### src/hw/rtl/threshold_load_balancer_core_assert.svh
// Assertion macros for the threshold load balancer.
// Included by modules that carry concurrent checks; needs clk and rst_n in scope.
`ifndef THRESHOLD_LOAD_BALANCER_CORE_ASSERT_SVH
`define THRESHOLD_LOAD_BALANCER_CORE_ASSERT_SVH
// Implication check, disabled in reset.
`define TLB_ASSERT_IMP(label, ante, cons, msg) \
  label: assert property (@(posedge clk) disable iff (!rst_n) (ante) |-> (cons)) else $error(msg);
// Next-cycle implication check, disabled in reset.
`define TLB_ASSERT_NXT(label, ante, cons, msg) \
  label: assert property (@(posedge clk) disable iff (!rst_n) (ante) |=> (cons)) else $error(msg);
`endif

### src/hw/rtl/tlb_pkg.sv
// Shared types and constants of the threshold load balancer.
// No dependencies.
package tlb_pkg;
  localparam int NODES       = 8;
  localparam int QUEUE_DEPTH = 8;
  localparam int NODE_W      = $clog2(NODES);
  localparam int QIDX_W      = $clog2(QUEUE_DEPTH);
  localparam int QCNT_W      = $clog2(QUEUE_DEPTH + 1);
  localparam int MEM_W       = NODE_W + QIDX_W;
  localparam logic [15:0] THRESHOLD_RESET = 16'd40;
  localparam logic [31:0] TIME_MAX = 32'hFFFF_FFFF;
  // INT_MAX in a 40-bit signed slack
  localparam logic signed [39:0] SLACK_MAX = 40'sh007FFF_FFFF;
  localparam logic MODE_ARRIVAL = 1'b0;
  localparam logic MODE_TICK    = 1'b1;

  typedef struct packed {
    logic        mode;
    logic [15:0] job_id;
    logic [15:0] burst_len;
    logic [2:0]  node;
  } in_word_t;

  typedef struct packed {
    logic        accepted;
    logic [31:0] job_start;
    logic        migrated;
    logic [15:0] moved_job_id;
    logic [2:0]  from_node;
    logic [2:0]  to_node;
  } out_word_t;

  typedef struct packed {
    logic [15:0] id;
    logic [15:0] burst;
    logic [31:0] start;
  } entry_t;

  // controller to datapath
  typedef struct packed {
    logic take;        // latch input word
    logic drop_start;  // reset node pointer for drop sweep
    logic drop_step;   // examine head of current node
    logic append;      // arrival append
    logic scan_start;  // start slack sweep
    logic scan_step;   // one step of the sweep
    logic mig_rd;      // read tail entries of source
    logic mig_do;      // perform migration, advance time
  } cmd_t;

  // datapath to controller
  typedef struct packed {
    logic is_tick;
    logic drop_done;
    logic scan_done;
  } sts_t;

  function automatic logic [31:0] end_of(entry_t e);
    logic [32:0] s;
    s = {1'b0, e.start} + {17'd0, e.burst};
    return s[32] ? TIME_MAX : s[31:0];
  endfunction
endpackage

### src/hw/rtl/tlb_ctrl.sv
// Controller of the threshold load balancer: sequences one item at a time.
// Depends on tlb_pkg and threshold_load_balancer_core_assert.svh.
`include "threshold_load_balancer_core_assert.svh"
module tlb_ctrl (
  input  logic          clk,
  input  logic          rst_n,
  input  logic          in_valid,
  output logic          in_ready,
  output logic          out_valid,
  input  logic          out_ready,
  input  tlb_pkg::sts_t sts,
  output tlb_pkg::cmd_t cmd
);
  typedef enum logic [6:0] {
    S_IDLE  = 7'b000_0001,
    S_DROP  = 7'b000_0010,
    S_APP   = 7'b000_0100,
    S_SCAN  = 7'b000_1000,
    S_MRD0  = 7'b001_0000,
    S_MRD1  = 7'b010_0000,
    S_MIG   = 7'b100_0000
  } state_t;

  state_t state_r, state_nxt;
  logic   ovalid_r, ovalid_nxt;

  assign in_ready  = (state_r == S_IDLE);
  assign out_valid = ovalid_r;

  always_comb begin
    state_nxt = state_r;
    ovalid_nxt = ovalid_r && !out_ready;
    cmd = '0;
    case (state_r)
      S_IDLE: begin
        if (in_valid && in_ready) begin
          cmd.take = 1'b1; cmd.drop_start = 1'b1; state_nxt = S_DROP;
        end
      end
      S_DROP: begin
        if (sts.drop_done) begin
          if (sts.is_tick) begin
            cmd.scan_start = 1'b1; state_nxt = S_SCAN;
          end else state_nxt = S_APP;
        end else cmd.drop_step = 1'b1;
      end
      S_APP: begin
        // hold until the previous word is taken
        if (!ovalid_r || out_ready) begin
          cmd.append = 1'b1; ovalid_nxt = 1'b1; state_nxt = S_IDLE;
        end
      end
      S_SCAN: begin
        if (sts.scan_done) state_nxt = S_MRD0;
        else cmd.scan_step = 1'b1;
      end
      S_MRD0: begin
        // hold until the previous word is taken
        if (!ovalid_r || out_ready) begin
          cmd.mig_rd = 1'b1; state_nxt = S_MRD1;
        end
      end
      S_MRD1: begin cmd.mig_rd = 1'b1; state_nxt = S_MIG; end
      S_MIG:  begin cmd.mig_do = 1'b1; ovalid_nxt = 1'b1; state_nxt = S_IDLE; end
      default: state_nxt = S_IDLE;
    endcase
  end

  always_ff @(posedge clk) begin
    if (!rst_n) begin
      state_r <= S_IDLE; ovalid_r <= 1'b0;
    end else begin
      state_r <= state_nxt; ovalid_r <= ovalid_nxt;
    end
  end

  `TLB_ASSERT_IMP(a_one_hot, 1'b1, $onehot(state_r), "state not one-hot")
  `TLB_ASSERT_NXT(a_take_leaves_idle, in_valid && in_ready, state_r == S_DROP,
    "accepted word did not start")
  `TLB_ASSERT_IMP(a_no_take_busy, state_r != S_IDLE, !in_ready, "ready while busy")
endmodule

### config.mk
export PLATFORM = sky130hd
export DESIGN_NAME = tlb_ctrl
export DESIGN_NICKNAME = d
export VERILOG_FILES = /design/src/hw/rtl/tlb_pkg.sv /design/src/hw/rtl/tlb_ctrl.sv
export VERILOG_INCLUDE_DIRS = /design/src /design/src/hw/rtl
export SDC_FILE = /design/constraint.sdc
export NUM_CORES = 1
export LEC_CHECK = 0
export BUFFER_PORTS_ARGS = -buffer_cell sky130_fd_sc_hd__buf_4
export CORE_AREA = 2 2 39 41
export CTS_BUF_LIST = sky130_fd_sc_hd__clkbuf_4
export CTS_CLUSTER_SIZE = 16
export DETAILED_ROUTE_END_ITERATION = 12
export DIE_AREA = 0 0 41 43
export PLACE_DENSITY = 0.66
export SLEW_MARGIN = 15
export SYNTH_ARGS = -nofsm -noshare
export SYNTH_HDL_FRONTEND = slang
export SYNTH_SLANG_ARGS = --single-unit
### constraint.sdc
create_clock -name clk -period 3.6 [get_ports clk]
set_clock_uncertainty 0.1 [all_clocks]
set_input_delay 0.54 -clock clk [delete_from_list [all_inputs] [get_ports clk]]
set_output_delay 0.54 -clock clk [all_outputs]
set_load 0.01 [all_outputs]
# == After elaboration in Yosys (flattened, before gate mapping) ==
# Index checks and enable logic that the tools add are counted.
# op_classes
eq_ne,12
muxes,22
n_reduce_logical,6
# ops
cell,count
case mux 7 bit (6 select lines),1
two-way mux 7 bit,5
two-way mux 1 bit,11
inequality test 2 bit (second input constant),4
== test 7 x 1 -> 1 bit (second input constant),1
== test 7 x 2 -> 1 bit (second input constant),1
== test 7 x 3 -> 1 bit (second input constant),1
== test 7 x 4 -> 1 bit (second input constant),1
== test 7 x 5 -> 1 bit (second input constant),1
== test 7 x 6 -> 1 bit (second input constant),1
== test 7 bit (second input constant),1
AND reduction 5 bit,1
two-way mux 2 bit,2
two-way mux 4 bit,1
case mux 1 bit (2 select lines),2
logical AND 1 bit,2
logical NOT 1 bit,2
inequality test 2 x 1 -> 1 bit (second input constant),1
logical OR 1 bit,1
# totals
regBits,8
inputBits,7
out_inout_bits,10
word_cells,42

# == Longest topological paths before layout ==
# depth
word_depth,4
depth_mapped,7
depth_no_buf,4

# == Least setup slack after synthesis ==
# Ideal clock, no wire load.
# synth_path
kind,register to output
startpoint,register state_r[2]
endpoint,output cmd[7] (netlist name)
arrival_time_ns,2.077
t_required_ns,2.960
path_slack_ns,0.883
path_stages_with_launch,8
n_path_buf,3
path_cell_list,dfxtp_1 buf_6 or4_1 buf_2 nor4b_1 nand2_1 inv_1 buf_4
# synth_rtl
item,line_no,rtl
from (decl),tlb_ctrl.sv:24,"state_t state_r, state_nxt;"
from (signal assigned),tlb_ctrl.sv:73,state_r <= state_nxt; ovalid_r <= ovalid_nxt;
to (decl),tlb_ctrl.sv:12,output tlb_pkg::cmd_t cmd

==> results summary <==
The run finished with clean final reports. The final hold violation count came out at 0. The number of enable-type register cells in the synthesized netlist is 0. The number of buffers on the longest clock path is 2. The origin of the critical flop-to-flop path is state_r[2].

The number of top-level pins is 17. The hold slack came out at 0.4332 ns. The met1 wire length came out at 546 um.

The post-cts resize count is 0. The count of vias placed by the detailed router is 581. Counting flops with an async set or reset pin after synthesis yields a share of 0. The path type of the worst setup path is reg -> out. Setup repair after global routing left no endpoint under its margin. The final core utilization is 0.4873. The horizontal extent of the die came out at 41 um. In this run the worst hold path is classified as reg -> reg. The worst setup path is launched from a register. The slew at the pin closest to its max-slew limit is 0.4915 ns. The Yosys step of the flow raised 0 warnings. Synthesis instantiated 32 different standard cells from the library. The hold-fix buffer count after cts came out at 0. The die outline area is 0.001763 mm^2. In the final routed layout, each cell accounts on average for 12.28 um.

The worst register-to-register path ends at state_r[2]. The top fanout value on the critical path is 9. After synthesis, the cell types taking the most area are dfxtp_1 29%, nor4_1 6.8%, nor3_1 5.4%, nand2_1 3.4%, nand2b_1 3.4%. The kind of cell with the highest combined delay along the critical path is simple AND/OR/NAND/NOR gates.

The wire length on met2 came out at 540 um. The category of the worst setup path capture point is an output port. TritonCTS built the clock tree. The initialized floorplan defines 14 standard-cell rows. The residual DRC count came out at 0. The data arrival time of the critical path is 2.16 ns.

The final count of pins violating max slew came to 0. The post-synthesis sequential element count is 8. The wire length of the first global-routing pass came out at 1.966 mm. Dividing total power by cell area gives a power density of 381.5 mW/mm^2. The total of buffers placed on input and output ports is 16. The clock latency on the worst-skew pair is roughly 0.26 ns. The length of routed met3 wiring is about 110 um. The delay of the slowest critical-path stage came out at 0.64 ns. The first routing iteration left 12 violations. IR analysis of the VDD net gives a maximum drop of 0.2047 mV. The vertical die dimension is 43 um.

Routability-driven placement finished with a final weighted congestion of between 0.7 and 0.8. The most used flip-flop cell after synthesis is dfxtp_1. Dividing the detail-routed via count by the number of cells gives 5.810. The data required time of the worst path is approximately 3.0 ns. In the finished design, the share of the clock period the worst path needs comes to 0.7764. The layout has 148 filler cells. The first-pass detailed-route iteration total came out at 4.

The total negative setup slack came out at 0 ns. The total overflow left after global routing is 0. The average size of a mapped cell is about 7.6 um^2. The signal on the critical path passes through or4_1, nor4b_1, nand2_1, inv_1, buf_4. The via count of the first global-routing pass came out at 479. For the worst flop-to-flop path, the logic depth is 4. Detailed placement finished with a half-perimeter wire length of 911.3 um.

The cell sitting at the root of the clock tree is a clkbuf_4. In this run the most critical hold path is launched from state_r[6]. Summing every instance area after synthesis gives 555.5 um^2. The total of max-cap violations is 0. The path with the worst hold slack has its endpoint at state_r[6].

Once the clock tree was built, the setup fixing pass inserted 0 buffers. The final setup violation count is 0. Leaving out fill and tap cells, the most frequent cells in the layout are 16 x buf_4, 8 x dfxtp_1, 6 x nor4_1, 6 x nor3_1, 5 x nand2_1. Entering global routing, the biggest net connects 13 pins. Across every metal layer, demand over resource in global routing totals 0.1677.

The area share of the largest cell type after synthesis is 0.2883. The maximum clock frequency came out at 0.3578 GHz. The setup check on the worst reg-to-reg path leaves a slack of 1.47 ns. Signal routing reaches up to met4. The number of antenna violations at the first check in global routing came out at 0. Buffers inserted during clock tree synthesis total 3. The leakage power summed over all cells is 0.0002791 uW.

Counting every instance in the synthesized netlist gives 73. In this run the remaining antenna-violating nets after routing total 0. The buffer and inverter count on the worst path is 2. The count of antenna diodes in the layout is 0. The largest total area in the synthesized netlist belongs to dfxtp_1. The total number of clock tree sinks came out at 8. Summed over all layers, the routed wires come to 1.228 mm. The core region is 0.001384 mm^2. The number of cells traversed by the worst hold path came out at 1. The fraction of layout cells with a size suffix above 1 is 0.2738.

The maximum level of the CTS H-tree is 1. The area growth from synthesis to layout is 21.40%. The clock period minus worst slack came out at 2.795 ns. The commonest non-fill, non-tap cell in the layout is buf_4. On the critical path, the stage with the largest delay is an instance of or4_1.

The count of nets after finishing is 93. The starting utilization of the core area is 0.4014. The share of the yosys chip area belonging to registers came out at 0.2883.

The net count after synthesis came out at 80. After clock tree synthesis, the clock-pin slew on the worst setup and hold paths is 0.06 ns. The normalized max-slew margin is 0.6704.
worst max path at each step:
stage	start	to	depth (start not counted)
2_1_floorplan	state_r[2]	cmd[7]	7
3_3_place_gp	state_r[2]	cmd[7]	5
3_5_place_dp	state_r[2]	cmd[7]	5
4_1_cts	state_r[2]	cmd[7]	5
5_1_grt	state_r[2]	cmd[7]	5
6_report	state_r[2]	cmd[7]	5
stage by stage:
step | std cells | worst slack, ns | total power (uW) | cell area, um^2
2_1_floorplan | 73 | 0.8827 | 165.0 | 555.5
3_3_place_gp | 97 | 1.149 | 189.6 | 651.9
3_5_place_dp | 97 | 1.093 | 190.1 | 651.9
4_1_cts | 100 | 0.7743 | 261.4 | 674.4
5_1_grt | 100 | 0.5694 | 278.7 | 674.4
6_report | 100 | 0.8049 | 257.3 | 674.4
synthesized netlist by cell type, types with 2 or more instances:
| master | instances |
|---|---|
| or3b_2 | 2 |
| dfxtp_1 | 8 |
| nand2_1 | 5 |
| inv_1 | 4 |
| a21oi_1 | 3 |
| or4_1 | 2 |
| nor4b_1 | 2 |
| nand3b_1 | 2 |
| o21ai_0 | 2 |
| buf_2 | 2 |
| nor2_1 | 3 |
| xor2_1 | 2 |
| clkbuf_1 | 4 |
| nor3_1 | 6 |
| nand2b_1 | 3 |
| nor4_1 | 6 |
| or3_1 | 2 |
per-layer routing:
layer  up-vias  global-route usage
met4         0              0.1000
met5         -                   0
li1        289                   -
met1       263              0.2090
met3         5             0.06283
met2        24              0.2344
cell type report:
| cell class | count | area, um^2 | share of cell area |
|---|---|---|---|
| clock buffers | 3 | 22.52 | 0.03340 |
| multi-input cells | 53 | 336.6 | 0.4991 |
| inverters | 4 | 15.01 | 0.02226 |
| repair buffers | 16 | 120.1 | 0.1781 |
| well taps | 16 | 20.02 | 0.02968 |
| flip-flops and latches | 8 | 160.2 | 0.2375 |
sequential cells by signal (all words and copies together), names as in the netlist:
name	flops
out_valid	1
state_r	7
worst register-to-register path, delay by kind of cell (launching register included):
kind            cells  cell delay [ns]
compound gates      1             0.14
simple gates        3             1.44
flops               1             0.39
power breakdown:
| part | internal (uW) | switching, uW |
|---|---|---|
| registers | 94.4 | 14.2 |
| logic | 40.8 | 38.4 |
| clock network | 38.2 | 31.3 |
| total | 173 | 83.9 |
cells by family (layout without fill, tap and decap cells):
logic type,after synthesis,after routing,share of synthesized area
buffers and inverters,12,23,0.1058
xor gates and xnor gates,2,2,0.03154
DFF,8,8,0.2883
AOI/OAI and AO/OA,12,12,0.1532
and+or+nand+nor,39,39,0.4212
Note: power is estimated with default switching activity, not from simulation.
